## src/rtl/hamming_encode_and_correct_top_defines.svh

```systemverilog
// Assertion macros shared by the Hamming encode and correct RTL
`ifndef HAMMING_ENCODE_AND_CORRECT_TOP_DEFINES_SVH
`define HAMMING_ENCODE_AND_CORRECT_TOP_DEFINES_SVH

// Check that the consequent holds whenever the antecedent holds
`define HEC_ASSERT_IMPL(label, clk, rst_n, ante, cons) \
    label: assert property (@(posedge clk) disable iff (!rst_n) (ante) |-> (cons)) \
        else $error("hec assertion failed: implication");

// Check that a condition never occurs
`define HEC_ASSERT_NEVER(label, clk, rst_n, cond) \
    label: assert property (@(posedge clk) disable iff (!rst_n) !(cond)) \
        else $error("hec assertion failed: forbidden condition");

`endif

```

## src/rtl/hec_pkg.sv

```systemverilog
// Shared constants, types and the parity-count function of the Hamming encode and correct block
`timescale 1ns / 1ps
`default_nettype none

package hec_pkg;

    localparam int POS_W    = 6;
    localparam int STATUS_W = 2;
    localparam int MSG_W    = 57;
    localparam int CW_W     = 63;

    localparam logic OP_ENCODE = 1'b0;
    localparam logic OP_DECODE = 1'b1;

    localparam logic [STATUS_W-1:0] STATUS_OK        = 2'd0;
    localparam logic [STATUS_W-1:0] STATUS_CORRECTED = 2'd1;
    localparam logic [STATUS_W-1:0] STATUS_RANGE     = 2'd2;

    typedef struct packed {
        logic [POS_W-1:0] k;
        logic [POS_W-1:0] n;
    } cfg_t;

    function automatic int parity_count(input int k);
        int r;
        r = 0;
        for (int i = 0; i < 7; i++)
        begin
            if ((1 << r) < k + r + 1)
            begin
                r = r + 1;
            end
        end
        return r;
    endfunction

endpackage

`default_nettype wire

```

## src/rtl/hec_cfg.sv

```systemverilog
// Data-bit count register with saturation and derived codeword length
`timescale 1ns / 1ps
`default_nettype none

module hec_cfg #(
    parameter int MAX_DATA_BITS = 57
) (
    input  wire logic                       clk,
    input  wire logic                       rst_n,
    input  wire logic                       cfg_write_en,
    input  wire logic [hec_pkg::POS_W-1:0]  cfg_write_data,
    output hec_pkg::cfg_t                   cfg
);

    localparam int PW = hec_pkg::POS_W;
    localparam logic [PW-1:0] K_MAX   = PW'(MAX_DATA_BITS);
    localparam logic [PW-1:0] K_RESET = (MAX_DATA_BITS < 4) ? K_MAX : PW'(4);
    localparam logic [PW-1:0] N_RESET =
        K_RESET + PW'(hec_pkg::parity_count(int'(K_RESET)));

    hec_pkg::cfg_t cfg_reg;
    hec_pkg::cfg_t cfg_next;

    always_comb
    begin
        priority if (cfg_write_data == '0)
        begin
            cfg_next.k = PW'(1);
        end
        else if (cfg_write_data > K_MAX)
        begin
            cfg_next.k = K_MAX;
        end
        else
        begin
            cfg_next.k = cfg_write_data;
        end
        cfg_next.n = cfg_next.k + PW'(hec_pkg::parity_count(int'(cfg_next.k)));
    end

    always_ff @(posedge clk or negedge rst_n)
    begin
        if (!rst_n)
        begin
            cfg_reg.k <= K_RESET;
            cfg_reg.n <= N_RESET;
        end
        else if (cfg_write_en)
        begin
            cfg_reg <= cfg_next;
        end
    end

    assign cfg = cfg_reg;

endmodule

`default_nettype wire

```

## src/rtl/hec_spread.sv

```systemverilog
// First stage: place message at data positions or pass received; mask to length
`timescale 1ns / 1ps
`default_nettype none

module hec_spread #(
    parameter int MW = 57,
    parameter int NW = 63
) (
    input  wire logic                       clk,
    input  wire logic                       rst_n,
    input  wire hec_pkg::cfg_t              cfg,
    input  wire logic                       up_valid,
    output logic                            up_stall,
    input  wire logic                       opcode,
    input  wire logic [hec_pkg::MSG_W-1:0]  message,
    input  wire logic [hec_pkg::CW_W-1:0]   received,
    output logic                            down_valid,
    input  wire logic                       down_ready,
    output logic                            down_op,
    output logic [NW-1:0]                   down_word
);

    localparam int PW = hec_pkg::POS_W;

    logic          valid_reg;
    logic          op_reg;
    logic [NW-1:0] word_reg;
    logic [NW-1:0] word_next;
    logic [MW-1:0] k_mask;
    logic [NW-1:0] n_mask;
    logic [NW-1:0] spread;
    logic          take;

    always_comb
    begin
        for (int j = 0; j < MW; j++)
        begin
            k_mask[j] = (PW'(j) < cfg.k);
        end
        for (int i = 0; i < NW; i++)
        begin
            n_mask[i] = (PW'(i) < cfg.n);
        end
    end

    for (genvar p = 1; p <= NW; p++)
    begin : g_pos
        if ((p & (p - 1)) == 0)
        begin : g_par
            assign spread[p-1] = 1'b0;
        end
        else
        begin : g_dat
            localparam int D = p - 1 - $clog2(p + 1);
            assign spread[p-1] = message[D] & k_mask[D];
        end
    end

    assign word_next = ((opcode == hec_pkg::OP_ENCODE) ? spread : received[NW-1:0]) & n_mask;
    assign take      = !valid_reg || down_ready;
    assign up_stall  = !take;

    always_ff @(posedge clk or negedge rst_n)
    begin
        if (!rst_n)
        begin
            valid_reg <= 1'b0;
        end
        else if (take)
        begin
            valid_reg <= up_valid;
        end
    end

    always_ff @(posedge clk)
    begin
        if (take && up_valid)
        begin
            op_reg   <= opcode;
            word_reg <= word_next;
        end
    end

    assign down_valid = valid_reg;
    assign down_op    = op_reg;
    assign down_word  = word_reg;

endmodule

`default_nettype wire

```

## src/rtl/hec_syndrome.sv

```systemverilog
// Second stage: XOR of the positions that hold a one
`timescale 1ns / 1ps
`default_nettype none

module hec_syndrome #(
    parameter int NW = 63
) (
    input  wire logic                       clk,
    input  wire logic                       rst_n,
    input  wire logic                       up_valid,
    output logic                            up_ready,
    input  wire logic                       up_op,
    input  wire logic [NW-1:0]              up_word,
    output logic                            down_valid,
    input  wire logic                       down_ready,
    output logic                            down_op,
    output logic [NW-1:0]                   down_word,
    output logic [hec_pkg::POS_W-1:0]       down_syn
);

    localparam int PW = hec_pkg::POS_W;

    logic          valid_reg;
    logic          op_reg;
    logic [NW-1:0] word_reg;
    logic [PW-1:0] syn_reg;
    logic [PW-1:0] syn_next;
    logic [NW-1:0] sel [PW];
    logic          take;

    always_comb
    begin
        for (int i = 0; i < PW; i++)
        begin
            for (int p = 1; p <= NW; p++)
            begin
                sel[i][p-1] = up_word[p-1] & (((p >> i) & 1) == 1);
            end
            syn_next[i] = ^sel[i];
        end
    end

    assign take     = !valid_reg || down_ready;
    assign up_ready = take;

    always_ff @(posedge clk or negedge rst_n)
    begin
        if (!rst_n)
        begin
            valid_reg <= 1'b0;
        end
        else if (take)
        begin
            valid_reg <= up_valid;
        end
    end

    always_ff @(posedge clk)
    begin
        if (take && up_valid)
        begin
            op_reg   <= up_op;
            word_reg <= up_word;
            syn_reg  <= syn_next;
        end
    end

    assign down_valid = valid_reg;
    assign down_op    = op_reg;
    assign down_word  = word_reg;
    assign down_syn   = syn_reg;

endmodule

`default_nettype wire

```

## src/rtl/hec_correct.sv

```systemverilog
// Third stage: insert parity bits or correct an in-range named bit; hold result word
`timescale 1ns / 1ps
`default_nettype none

module hec_correct #(
    parameter int NW = 63
) (
    input  wire logic                          clk,
    input  wire logic                          rst_n,
    input  wire hec_pkg::cfg_t                 cfg,
    input  wire logic                          up_valid,
    output logic                               up_ready,
    input  wire logic                          up_op,
    input  wire logic [NW-1:0]                 up_word,
    input  wire logic [hec_pkg::POS_W-1:0]     up_syn,
    output logic                               out_valid,
    input  wire logic                          out_stall,
    output logic [hec_pkg::CW_W-1:0]           codeword,
    output logic [hec_pkg::POS_W-1:0]          error_position,
    output logic [hec_pkg::STATUS_W-1:0]       status
);

    localparam int PW = hec_pkg::POS_W;
    localparam int SW = hec_pkg::STATUS_W;

    logic          valid_reg;
    logic [NW-1:0] word_reg;
    logic [NW-1:0] word_next;
    logic [PW-1:0] err_reg;
    logic [PW-1:0] err_next;
    logic [SW-1:0] status_reg;
    logic [SW-1:0] status_next;
    logic [NW-1:0] parity;
    logic [NW-1:0] flip;
    logic          take;

    always_comb
    begin
        for (int p = 1; p <= NW; p++)
        begin
            flip[p-1]   = (up_syn == PW'(p));
            parity[p-1] = 1'b0;
        end
        for (int i = 0; i < PW; i++)
        begin
            if ((1 << i) <= NW)
            begin
                parity[(1 << i) - 1] = up_syn[i];
            end
        end
    end

    always_comb
    begin
        priority if (up_op == hec_pkg::OP_ENCODE)
        begin
            word_next   = up_word | parity;
            err_next    = '0;
            status_next = hec_pkg::STATUS_OK;
        end
        else if (up_syn == '0)
        begin
            word_next   = up_word;
            err_next    = '0;
            status_next = hec_pkg::STATUS_OK;
        end
        else if (up_syn <= cfg.n)
        begin
            word_next   = up_word ^ flip;
            err_next    = up_syn;
            status_next = hec_pkg::STATUS_CORRECTED;
        end
        else
        begin
            word_next   = up_word;
            err_next    = up_syn;
            status_next = hec_pkg::STATUS_RANGE;
        end
    end

    assign take     = !valid_reg || !out_stall;
    assign up_ready = take;

    always_ff @(posedge clk or negedge rst_n)
    begin
        if (!rst_n)
        begin
            valid_reg <= 1'b0;
        end
        else if (take)
        begin
            valid_reg <= up_valid;
        end
    end

    always_ff @(posedge clk)
    begin
        if (take && up_valid)
        begin
            word_reg   <= word_next;
            err_reg    <= err_next;
            status_reg <= status_next;
        end
    end

    assign out_valid      = valid_reg;
    assign codeword       = hec_pkg::CW_W'(word_reg);
    assign error_position = err_reg;
    assign status         = status_reg;

endmodule

`default_nettype wire

```

## src/rtl/hamming_encode_and_correct_top.sv

```systemverilog
// Top level of the pipelined Hamming single-error-correcting encoder and decoder
//
//  channel  direction  handshake              payload
//  input    in         in_valid / in_stall    opcode, message, received
//  output   out        out_valid / out_stall  codeword, error_position, status
//  config   in         cfg_write_en           cfg_write_data
//
//  One word per cycle sustained while out_stall is low; each stage below registers its result.
//  Stages: bit placement and masking, syndrome XOR tree, parity insert or bit flip.
//  Reset clears stage valid bits and sets data_bits to 4 (or MAX_DATA_BITS if smaller).
//  out_stall holds the output register; stall backs up stage by stage to in_stall.
`timescale 1ns / 1ps
`default_nettype none

`include "hamming_encode_and_correct_top_defines.svh"

module hamming_encode_and_correct_top #(
    parameter int MAX_DATA_BITS = 57
) (
    input  wire logic                          clk,
    input  wire logic                          rst_n,
    input  wire logic                          cfg_write_en,
    input  wire logic [hec_pkg::POS_W-1:0]     cfg_write_data,
    input  wire logic                          in_valid,
    output logic                               in_stall,
    input  wire logic                          opcode,
    input  wire logic [hec_pkg::MSG_W-1:0]     message,
    input  wire logic [hec_pkg::CW_W-1:0]      received,
    output logic                               out_valid,
    input  wire logic                          out_stall,
    output logic [hec_pkg::CW_W-1:0]           codeword,
    output logic [hec_pkg::POS_W-1:0]          error_position,
    output logic [hec_pkg::STATUS_W-1:0]       status
);

    localparam int MW = MAX_DATA_BITS;
    localparam int NW = MAX_DATA_BITS + hec_pkg::parity_count(MAX_DATA_BITS);
    localparam int PW = hec_pkg::POS_W;

    hec_pkg::cfg_t cfg;

    logic          s1_valid;
    logic          s1_ready;
    logic          s1_op;
    logic [NW-1:0] s1_word;
    logic          s2_valid;
    logic          s2_ready;
    logic          s2_op;
    logic [NW-1:0] s2_word;
    logic [PW-1:0] s2_syn;

    hec_cfg #(
        .MAX_DATA_BITS (MAX_DATA_BITS)
    ) u_cfg (
        .clk            (clk),
        .rst_n          (rst_n),
        .cfg_write_en   (cfg_write_en),
        .cfg_write_data (cfg_write_data),
        .cfg            (cfg)
    );

    hec_spread #(
        .MW (MW),
        .NW (NW)
    ) u_spread (
        .clk        (clk),
        .rst_n      (rst_n),
        .cfg        (cfg),
        .up_valid   (in_valid),
        .up_stall   (in_stall),
        .opcode     (opcode),
        .message    (message),
        .received   (received),
        .down_valid (s1_valid),
        .down_ready (s1_ready),
        .down_op    (s1_op),
        .down_word  (s1_word)
    );

    hec_syndrome #(
        .NW (NW)
    ) u_syndrome (
        .clk        (clk),
        .rst_n      (rst_n),
        .up_valid   (s1_valid),
        .up_ready   (s1_ready),
        .up_op      (s1_op),
        .up_word    (s1_word),
        .down_valid (s2_valid),
        .down_ready (s2_ready),
        .down_op    (s2_op),
        .down_word  (s2_word),
        .down_syn   (s2_syn)
    );

    hec_correct #(
        .NW (NW)
    ) u_correct (
        .clk            (clk),
        .rst_n          (rst_n),
        .cfg            (cfg),
        .up_valid       (s2_valid),
        .up_ready       (s2_ready),
        .up_op          (s2_op),
        .up_word        (s2_word),
        .up_syn         (s2_syn),
        .out_valid      (out_valid),
        .out_stall      (out_stall),
        .codeword       (codeword),
        .error_position (error_position),
        .status         (status)
    );

    `HEC_ASSERT_IMPL(a_stall_needs_full_output, clk, rst_n, in_stall, out_valid && out_stall)
    `HEC_ASSERT_IMPL(a_clean_word_has_no_position, clk, rst_n, out_valid && (status == hec_pkg::STATUS_OK), error_position == '0)
    `HEC_ASSERT_NEVER(a_correction_without_position, clk, rst_n, out_valid && (status == hec_pkg::STATUS_CORRECTED) && (error_position == '0))
    `HEC_ASSERT_IMPL(a_stage_full_when_blocked, clk, rst_n, !s1_ready, s2_valid && out_valid)

endmodule

`default_nettype wire

```

## config.mk

```make
export PLATFORM = sky130hd
export DESIGN_NAME = hamming_encode_and_correct_top
export DESIGN_NICKNAME = d
export VERILOG_FILES = /design/src/rtl/hec_pkg.sv /design/src/rtl/hec_cfg.sv /design/src/rtl/hec_spread.sv /design/src/rtl/hec_syndrome.sv /design/src/rtl/hec_correct.sv /design/src/rtl/hamming_encode_and_correct_top.sv
export VERILOG_INCLUDE_DIRS = /design/src /design/src/rtl
export SDC_FILE = /design/constraint.sdc
export NUM_CORES = 1
export LEC_CHECK = 0
export BUFFER_PORTS_ARGS = -buffer_cell sky130_fd_sc_hd__buf_2
export CAP_MARGIN = 20
export CORE_MARGIN = 4
export CORE_UTILIZATION = 58
export CTS_BUF_LIST = sky130_fd_sc_hd__clkbuf_16
export CTS_CLUSTER_SIZE = 14
export DETAILED_ROUTE_END_ITERATION = 12
export GPL_ROUTABILITY_DRIVEN = 1
export PLACE_DENSITY = 0.87
export SETUP_SLACK_MARGIN = 0.2
export SLEW_MARGIN = 30
export SYNTH_ARGS = -nofsm -noshare
export SYNTH_HDL_FRONTEND = slang
export SYNTH_SLANG_ARGS = --single-unit
```

## constraint.sdc

```tcl
create_clock -name clk -period 7.5 [get_ports clk]
set_input_delay 0.75 -clock clk [delete_from_list [all_inputs] [get_ports clk]]
set_output_delay 0.75 -clock clk [all_outputs]
set_load 0.05 [all_outputs]
```

==> results of run 1 <==
area by class of cell:
class | count | area, um^2 | area share, %
flip-flops and latches | 220 | 6536 | 37.24
clock inverters | 16 | 132.6 | 0.7556
multi-input cells | 964 | 7365 | 41.96
repair buffers | 378 | 2396 | 13.65
diodes | 1 | 2.502 | 0.01426
well taps | 313 | 391.6 | 2.231
inverters | 46 | 178.9 | 1.019
clock buffers | 22 | 550.5 | 3.136
power by group through the flow:
stage | combinational, uW | clock [uW] | sequential [uW]
final | 6010 | 1050 | 1940
after CTS | 5330 | 1050 | 1930
after global placement | 4750 | 0 | 1940
after global routing | 6380 | 1100 | 1960
after detailed placement | 4920 | 0 | 1950
after floorplan | 3250 | 0 | 2010
path summary, 6_finish.rpt:
kind | slack, ns | to | from | cells after the start
max in group asynchronous | 7.00 | u_cfg.cfg[1] | rst_n | 1
max | -8.81 | u_cfg.cfg[5] | cfg_write_data[2] | 83
min reg2reg | 0.47 | u_syndrome.down_word[13] | u_spread.down_word[13] | 0
max reg2reg | 3.56 | u_correct.codeword[7] | u_cfg.cfg[5] | 9
min | 0.18 | u_cfg.cfg[4] | rst_n | 1
min in group clk | 0.47 | u_syndrome.down_word[13] | u_spread.down_word[13] | 0
critical path, delay by kind of cell:
family	cells	cell delay (ns)
xor gates and xnor gates	4	0.58
muxes	4	1.05
AOI/OAI and AO/OA	25	4.74
and+or+nand+nor	19	3.55
buffers and inverters	14	1.38
adders and majority gates	17	4.66
what timing repair did:
item | in CTS | in global routing
endpoints found under the setup margin | 6 | 6
buffers inserted | 36 | 15
pin swaps | 63 | 55
resized for setup | 45 | 46
stage by stage:
step | util (%) | setup TNS (ns)
3_3_place_gp | 70.10 | -48.81
6_report | 76.83 | -51.33
2_1_floorplan | - | -51.69
4_1_cts | 75.21 | -46.76
3_5_place_dp | 70.10 | -52.23
5_1_grt | 76.83 | -54.66
cell usage after synthesis, types with 7 or more instances:
master / number
nor2_1: 124
a32oi_1: 17
nand2_1: 107
mux2i_1: 7
a21o_1: 16
o211ai_1: 9
xnor2_1: 131
a211oi_1: 16
o21a_1: 13
o21ai_0: 47
buf_1: 7
nor3_1: 28
dfrtp_1: 11
nor2b_1: 17
inv_1: 42
nand3_1: 23
and2_1: 19
edfxtp_1: 205
ha_1: 85
nand2b_1: 16
a21oi_1: 84
clkbuf_1: 42
o311ai_0: 9
xor2_1: 66
and3_1: 16
per-layer routing:
layer	up-vias	wire length (um)	track usage, %	share of wire [%]
li1	5300	-	-	-
met1	5665	16280	42.01	37
met2	967	20240	50.38	46
met3	203	5250	5.869	12
met4	0	2139	11.21	4.9
met5	-	0	0	0
logic make-up (layout without fill, tap and decap cells):
logic type / after synthesis / after routing
XOR/XNOR: 199 / 199
AO/OA/AOI/OAI: 262 / 262
other: 2 / 7
multiplexers: 16 / 16
buffers and inverters: 98 / 462
AND/OR/NAND/NOR: 390 / 390
flip-flops: 220 / 220
adder cells (fa/ha/maj): 91 / 91
==> results.toml, run 1 <==
[power]
p_comb_share_pct = 66.7
switching_share_pct = 41.65
pwr-share-clk_pct = 11.7
ir_drop_mv = 0.6718
p_seq_share_pct = 21.6
p_total_uw = 9001
power.switching_uw = 3749
p_leak_uw = 0.007209
power_density_mw_per_mm2 = 512.8
internal-power_uw = 5252

[synth]
synthCells = 1278
synthAdderAreaFrac_pct = 8.709
synth_compound_area_share_pct = 12.57
synthFlopType = "edfxtp_1"
synth_largest_area_cell = "edfxtp_1"
synth.avg_cell_area_um2 = 10.63
ys_types = 74
synth-simple-area-share_pct = 13.50
yosys_warnings = 0
netlist_area_mm2 = 0.01359
async_flop_share_pct = 6.818
synth_edf_count = 205
synth_top_area_share_pct = 45.30
synth.area.top_cells = "edfxtp_1, xnor2_1, ha_1"
synth.area.mux_share_pct = 1.289
synth.yosys.seq_area_share_pct = 48.09
synth_top_family_by_area = "simple AND/OR/NAND/NOR gates"
synth-seq-cells = 220
synthXorXnorAreaFrac_pct = 13.03

[die]
rows = 55
core-area_mm2 = 0.02285
die_h_um = 161.1
die_width_um = 161.1
io_pins = 205
die_area_mm2 = 0.02595
initial_core_util_pct = 59.49

[timing]
maxSlewHeadroom_pct = 40.94
period_share_pct = 217.4
setup_viol = 6
rsz0062_at_grt = "true"
tightest_slew_ns = 0.8859
fmax_mhz = 61.32
timing.final.hold_violations = 0
maxSlewViolCount = 0
fin_crit_ns = 16.31
worst_hold_slack_ns = 0.1762
layout_setup_ws_ns = -8.807
clock_skew_ns = 0.01380

[critical_path]
cp.arrival_ns = 16.72
start_kind = "input port"
path_class = "input port to register"
slowest_delay_ns = 0.56
crit_top_cell = "ha_4"
slowest_stage = "fa_2"
cp-end-kind = "register"
cp.required_ns = 7.92
cp_max_fo = 4

[placement]
post-place-ws_ns = -9.012
gp_congestion = 1.006
place_hpwl_um = 30910
io_buffers = 204
placed_cell_area_mm2 = 0.01602
dp.cells = 1870

[clock_tree]
h-tree-depth = 1
clk_pin_slew_worst_paths_ns = 0.06
clockRootBuffer = "clkbuf_16"
cts_inserted_buffers = 22
clock_latency_ns = 0.51
cts_tree = "yes"
clk_path_buf_depth = 3
cts.sinks = 220
hold_buffers = 0

[global_route]
antenna_found_initial = 1
grt_max_degree = 79
grt_pass1_wl_um = 63940
first_global_vias = 11480
track_usage_pct = 31.02
overflow = 0

[status]
violations = "setup timing"
outcome = "complete, but fails checks"

[hold_path]
hold_class = "input port to async pin"

[routing]
firstDrtPassIters = 6
vias = 12140
postRouteAntennaNets = 0
routed_via_density = 6.191
route.detailed.drc = 0
initialDrtViolationCount = 1827
wl_per_cell_um = 22.40
routed_wl_um = 43910

[finish]
n_fill_cell = 1352
fin_nets = 1855
final_cell_mix = "edfxtp_1, buf_2, buf_4, xnor2_1, nor2_1"
final_common_cell = "edfxtp_1"
drive_above_1_share_pct = 32.32
fin_area_mm2 = 0.01755
stdcell_count = 1960
area_growth_syn_to_layout_pct = 29.16

[flow_run]
max-cap-violations = 0
Note: power is estimated with default switching activity, not from simulation.
==> run 2: changes to the inputs <==
- SKIP_CTS_REPAIR_TIMING: not set -> 1
==> results.toml, run 2 (synthesis gave the netlist of run 1 again) <==
[routing]
wl_per_cell_um = 21.71
vias = 11880
postRouteAntennaNets = 0
routed_wl_um = 41840
firstDrtPassIters = 6
route.detailed.drc = 0
initialDrtViolationCount = 1472
routed_via_density = 6.162

[placement]
gp_congestion = 1.006
io_buffers = 204
dp.cells = 1870
placed_cell_area_mm2 = 0.01602
place_hpwl_um = 30910

[clock_tree]
cts_tree = "yes"
clock_latency_ns = 0.51
h-tree-depth = 1
clockRootBuffer = "clkbuf_16"
clk_path_buf_depth = 3
clk_pin_slew_worst_paths_ns = 0.06
cts.sinks = 220
cts_inserted_buffers = 22

[die]
die_width_um = 161.1
initial_core_util_pct = 59.49
die_h_um = 161.1
die_area_mm2 = 0.02595
rows = 55
io_pins = 205
core-area_mm2 = 0.02285

[timing]
setup_viol = 6
fin_crit_ns = 16.16
timing.final.hold_violations = 0
clock_skew_ns = 0.01439
rsz0062_at_grt = "true"
tightest_slew_ns = 0.8946
period_share_pct = 215.4
maxSlewHeadroom_pct = 40.36
setup_tns_ns = -50.14
maxSlewViolCount = 0
fmax_mhz = 61.89
layout_setup_ws_ns = -8.657

[finish]
fin_area_mm2 = 0.01715
fin_nets = 1822
stdcell_count = 1927
drive_above_1_share_pct = 30.07
final_cell_mix = "edfxtp_1, buf_2, buf_4, xnor2_1, nor2_1"
area_growth_syn_to_layout_pct = 26.18
final_core_util_pct = 75.06
final_common_cell = "edfxtp_1"

[power]
p_seq_share_pct = 22.9
pwr-share-clk_pct = 12.3
ir_drop_mv = 0.5098
p_comb_share_pct = 64.8
power.switching_uw = 3545
switching_share_pct = 41.73
power_density_mw_per_mm2 = 495.3
p_leak_uw = 0.007028
internal-power_uw = 4950

[global_route]
grt_pass1_wl_um = 61380
track_usage_pct = 29.73
antenna_found_initial = 1
overflow = 0
grt_max_degree = 79
first_global_vias = 11110

[critical_path]
r2r_start = "u_cfg.cfg[1]"
slowest_stage = "or4_4"
worstRegToRegCells = 14
cp-end-kind = "register"
cp_max_fo = 10
slowest_delay_ns = 0.56
timing.rr.end = "u_correct.codeword[7]"
path_class = "input port to register"
cp.required_ns = 7.92
reg2reg_setup_slack_ns = 3.54
start_kind = "input port"
cp.arrival_ns = 16.58

[status]
violations = "setup timing"
outcome = "complete, but fails checks"

[hold_path]
hold_class = "input port to async pin"

[flow_run]
max-cap-violations = 0
run 2: through the flow:
| stage | setup slack, ns | total power, uW | hold slack, ns |
|---|---|---|---|
| finish | -8.657 | 8495 | 0.1722 |
| floorplan | -8.943 | 5253 | 0.4003 |
| global placement | -8.411 | 6690 | 0.4364 |
| detailed placement | -9.012 | 6870 | 0.4393 |
| global route | -9.444 | 8938 | 0.1844 |
| CTS | -8.597 | 7994 | 0.1800 |
run 2: worst max path at each step:
stage,start,to
2_1_floorplan,cfg_write_data[2],u_cfg.cfg[5]
3_3_place_gp,cfg_write_data[1],u_cfg.cfg[5]
3_5_place_dp,cfg_write_data[1],u_cfg.cfg[5]
4_1_cts,cfg_write_data[1],u_cfg.cfg[5]
5_1_grt,cfg_write_data[3],u_cfg.cfg[5]
6_report,cfg_write_data[2],u_cfg.cfg[5]
run 2: layout make-up:
| cell class | instances | area [um^2] |
|---|---|---|
| inverter | 46 | 176.4 |
| antenna | 1 | 2.502 |
| fill | 1459 | 5698 |
| tap | 313 | 391.6 |
| clock inverter | 16 | 132.6 |
| timing repair buffer | 345 | 2115 |
| sequential | 220 | 6536 |
| multi-input combinational | 964 | 7244 |
| clock buffer | 22 | 550.5 |
run 2: layer usage:
layer | up-vias | routed length, um | track usage (%)
li1 | 5239 | - | -
met1 | 5587 | 15910 | 40.82
met2 | 885 | 19330 | 48.16
met3 | 164 | 4767 | 5.665
met4 | 0 | 1831 | 9.655
met5 | - | 0 | 0
run 2: power groups by stage:
stage | Sequential, uW | Combinational (uW) | Clock [uW]
2_1_floorplan | 2010 | 3250 | 0
3_3_place_gp | 1940 | 4750 | 0
3_5_place_dp | 1950 | 4920 | 0
4_1_cts | 1930 | 5020 | 1050
5_1_grt | 1960 | 5880 | 1100
6_report | 1940 | 5500 | 1050
run 2: critical path, delay by kind of cell:
family,cells,cell delay (ns)
compound gates,26,4.58
xor+xnor,8,1.28
fa+ha+maj,17,4.63
buf+inv,12,1.15
mux,5,1.07
simple gates,18,3.09
==> run 3: changes to the inputs <==
- CTS_CLUSTER_SIZE: 14 -> 25
- REMOVE_ABC_BUFFERS: not set -> 1
==> results.toml, run 3 (synthesis gave the netlist of run 1 again) <==
[status]
outcome = "complete, but fails checks"
violations = "setup timing"

[critical_path]
slowest_stage = "or4_4"
cp.arrival_ns = 16.63
path_class = "input port to register"
slowest_delay_ns = 0.57
crit_buf_inv = 9
cp-end-kind = "register"
path_delay_family = "adder cells"
cp_max_fo = 4
cp.required_ns = 7.92
start_kind = "input port"

[finish]
final_core_util_pct = 75.30
drive_above_1_share_pct = 31.11
diodes = 0
fin_nets = 1824
area_growth_syn_to_layout_pct = 26.58
stdcell_count = 1930
n_fill_cell = 1411
final_common_cell = "edfxtp_1"
final_cell_mix = "edfxtp_1, buf_2, buf_4, xnor2_1, nor2_1"

[global_route]
grt_max_degree = 79
track_usage_pct = 29.92
overflow = 0
antenna_found_initial = 0
first_global_vias = 11440
grt_pass1_wl_um = 61840

[routing]
postRouteAntennaNets = 0
initialDrtViolationCount = 1700
wl_per_cell_um = 21.90
firstDrtPassIters = 8
routed_via_density = 6.162
route.detailed.drc = 0
vias = 11890
routed_wl_um = 42260

[timing]
maxSlewViolCount = 0
period_share_pct = 216.0
tightest_slew_ns = 0.8921
maxSlewHeadroom_pct = 40.53
fin_crit_ns = 16.20
fmax_mhz = 61.72
clock_skew_ns = 0.02585
rsz0062_at_grt = "true"
setup_tns_ns = -50.81
layout_setup_ws_ns = -8.703
setup_viol = 6
worst_hold_slack_ns = 0.1738
timing.final.hold_violations = 0

[clock_tree]
cts_tree = "yes"
cts_inserted_buffers = 22
clk_pin_slew_worst_paths_ns = 0.07
cts.sinks = 220
clock_latency_ns = 0.52
h-tree-depth = 1
clk_path_buf_depth = 3
clockRootBuffer = "clkbuf_16"

[placement]
dp.cells = 1872
io_buffers = 204
gp_congestion = 0.9549
place_hpwl_um = 30820

[die]
initial_core_util_pct = 59.49
io_pins = 205
die_width_um = 161.1
core-area_mm2 = 0.02285
die_area_mm2 = 0.02595
rows = 55
die_h_um = 161.1

[power]
p_total_uw = 8638
ir_drop_mv = 0.6271
power_density_mw_per_mm2 = 502.1
p_leak_uw = 0.007033

[flow_run]
max-cap-violations = 0

[hold_path]
hold_class = "input port to async pin"
-- run 3: cell types whose count changed in the layout (fill, tap and decap cells not counted), sizes merged --
| cell | delta |
|---|---|
| clkinv | +2 |
| buf | +2 |
| diode | -1 |
-- run 3: final cells by class --
cell class	instances	area, um^2	share of cell area [%]
repair buffers	347	2117	12.31
flip-flops and latches	220	6536	38.00
clock buffers	22	550.5	3.200
multi-input cells	964	7287	42.36
well taps	313	391.6	2.277
inverters	46	173.9	1.011
clock inverters	18	146.4	0.8510
-- run 3: worst paths after layout --
check                           slack, ns  cells after the start                    end               from
worst max register to register       3.31                     14  u_correct.codeword[7]       u_cfg.cfg[1]
worst min register to register       0.41                      0     u_syndrome.down_op   u_spread.down_op
min in group clk                     0.41                      0     u_syndrome.down_op   u_spread.down_op
max in group asynchronous            6.98                      1           u_cfg.cfg[1]              rst_n
worst max-delay path                -8.70                     84           u_cfg.cfg[5]  cfg_write_data[5]
worst min-delay path                 0.17                      1    u_correct.out_valid              rst_n
-- run 3: stage by stage --
stage,worst slack (ns),instance area [um^2]
after floorplan,-10.38,13400
after global placement,-9.094,15770
after detailed placement,-9.889,15770
after CTS,-9.394,16470
after global routing,-9.382,17200
final,-8.703,17200
-- run 3: report_power, final --
part / internal (uW) / switching (uW)
registers: 1680 / 262
clock network: 607 / 463
logic: 2750 / 2870
total: 5040 / 3600
-- run 3: routing by layer --
| metal | vias up | GRT usage [%] | wire (um) |
|---|---|---|---|
| met2 | 938 | 50.36 | 19970 |
| met4 | 0 | 9.190 | 1683 |
| met3 | 162 | 5.435 | 5324 |
| met5 | - | 0 | 0 |
| li1 | 5234 | - | - |
| met1 | 5558 | 39.82 | 15280 |
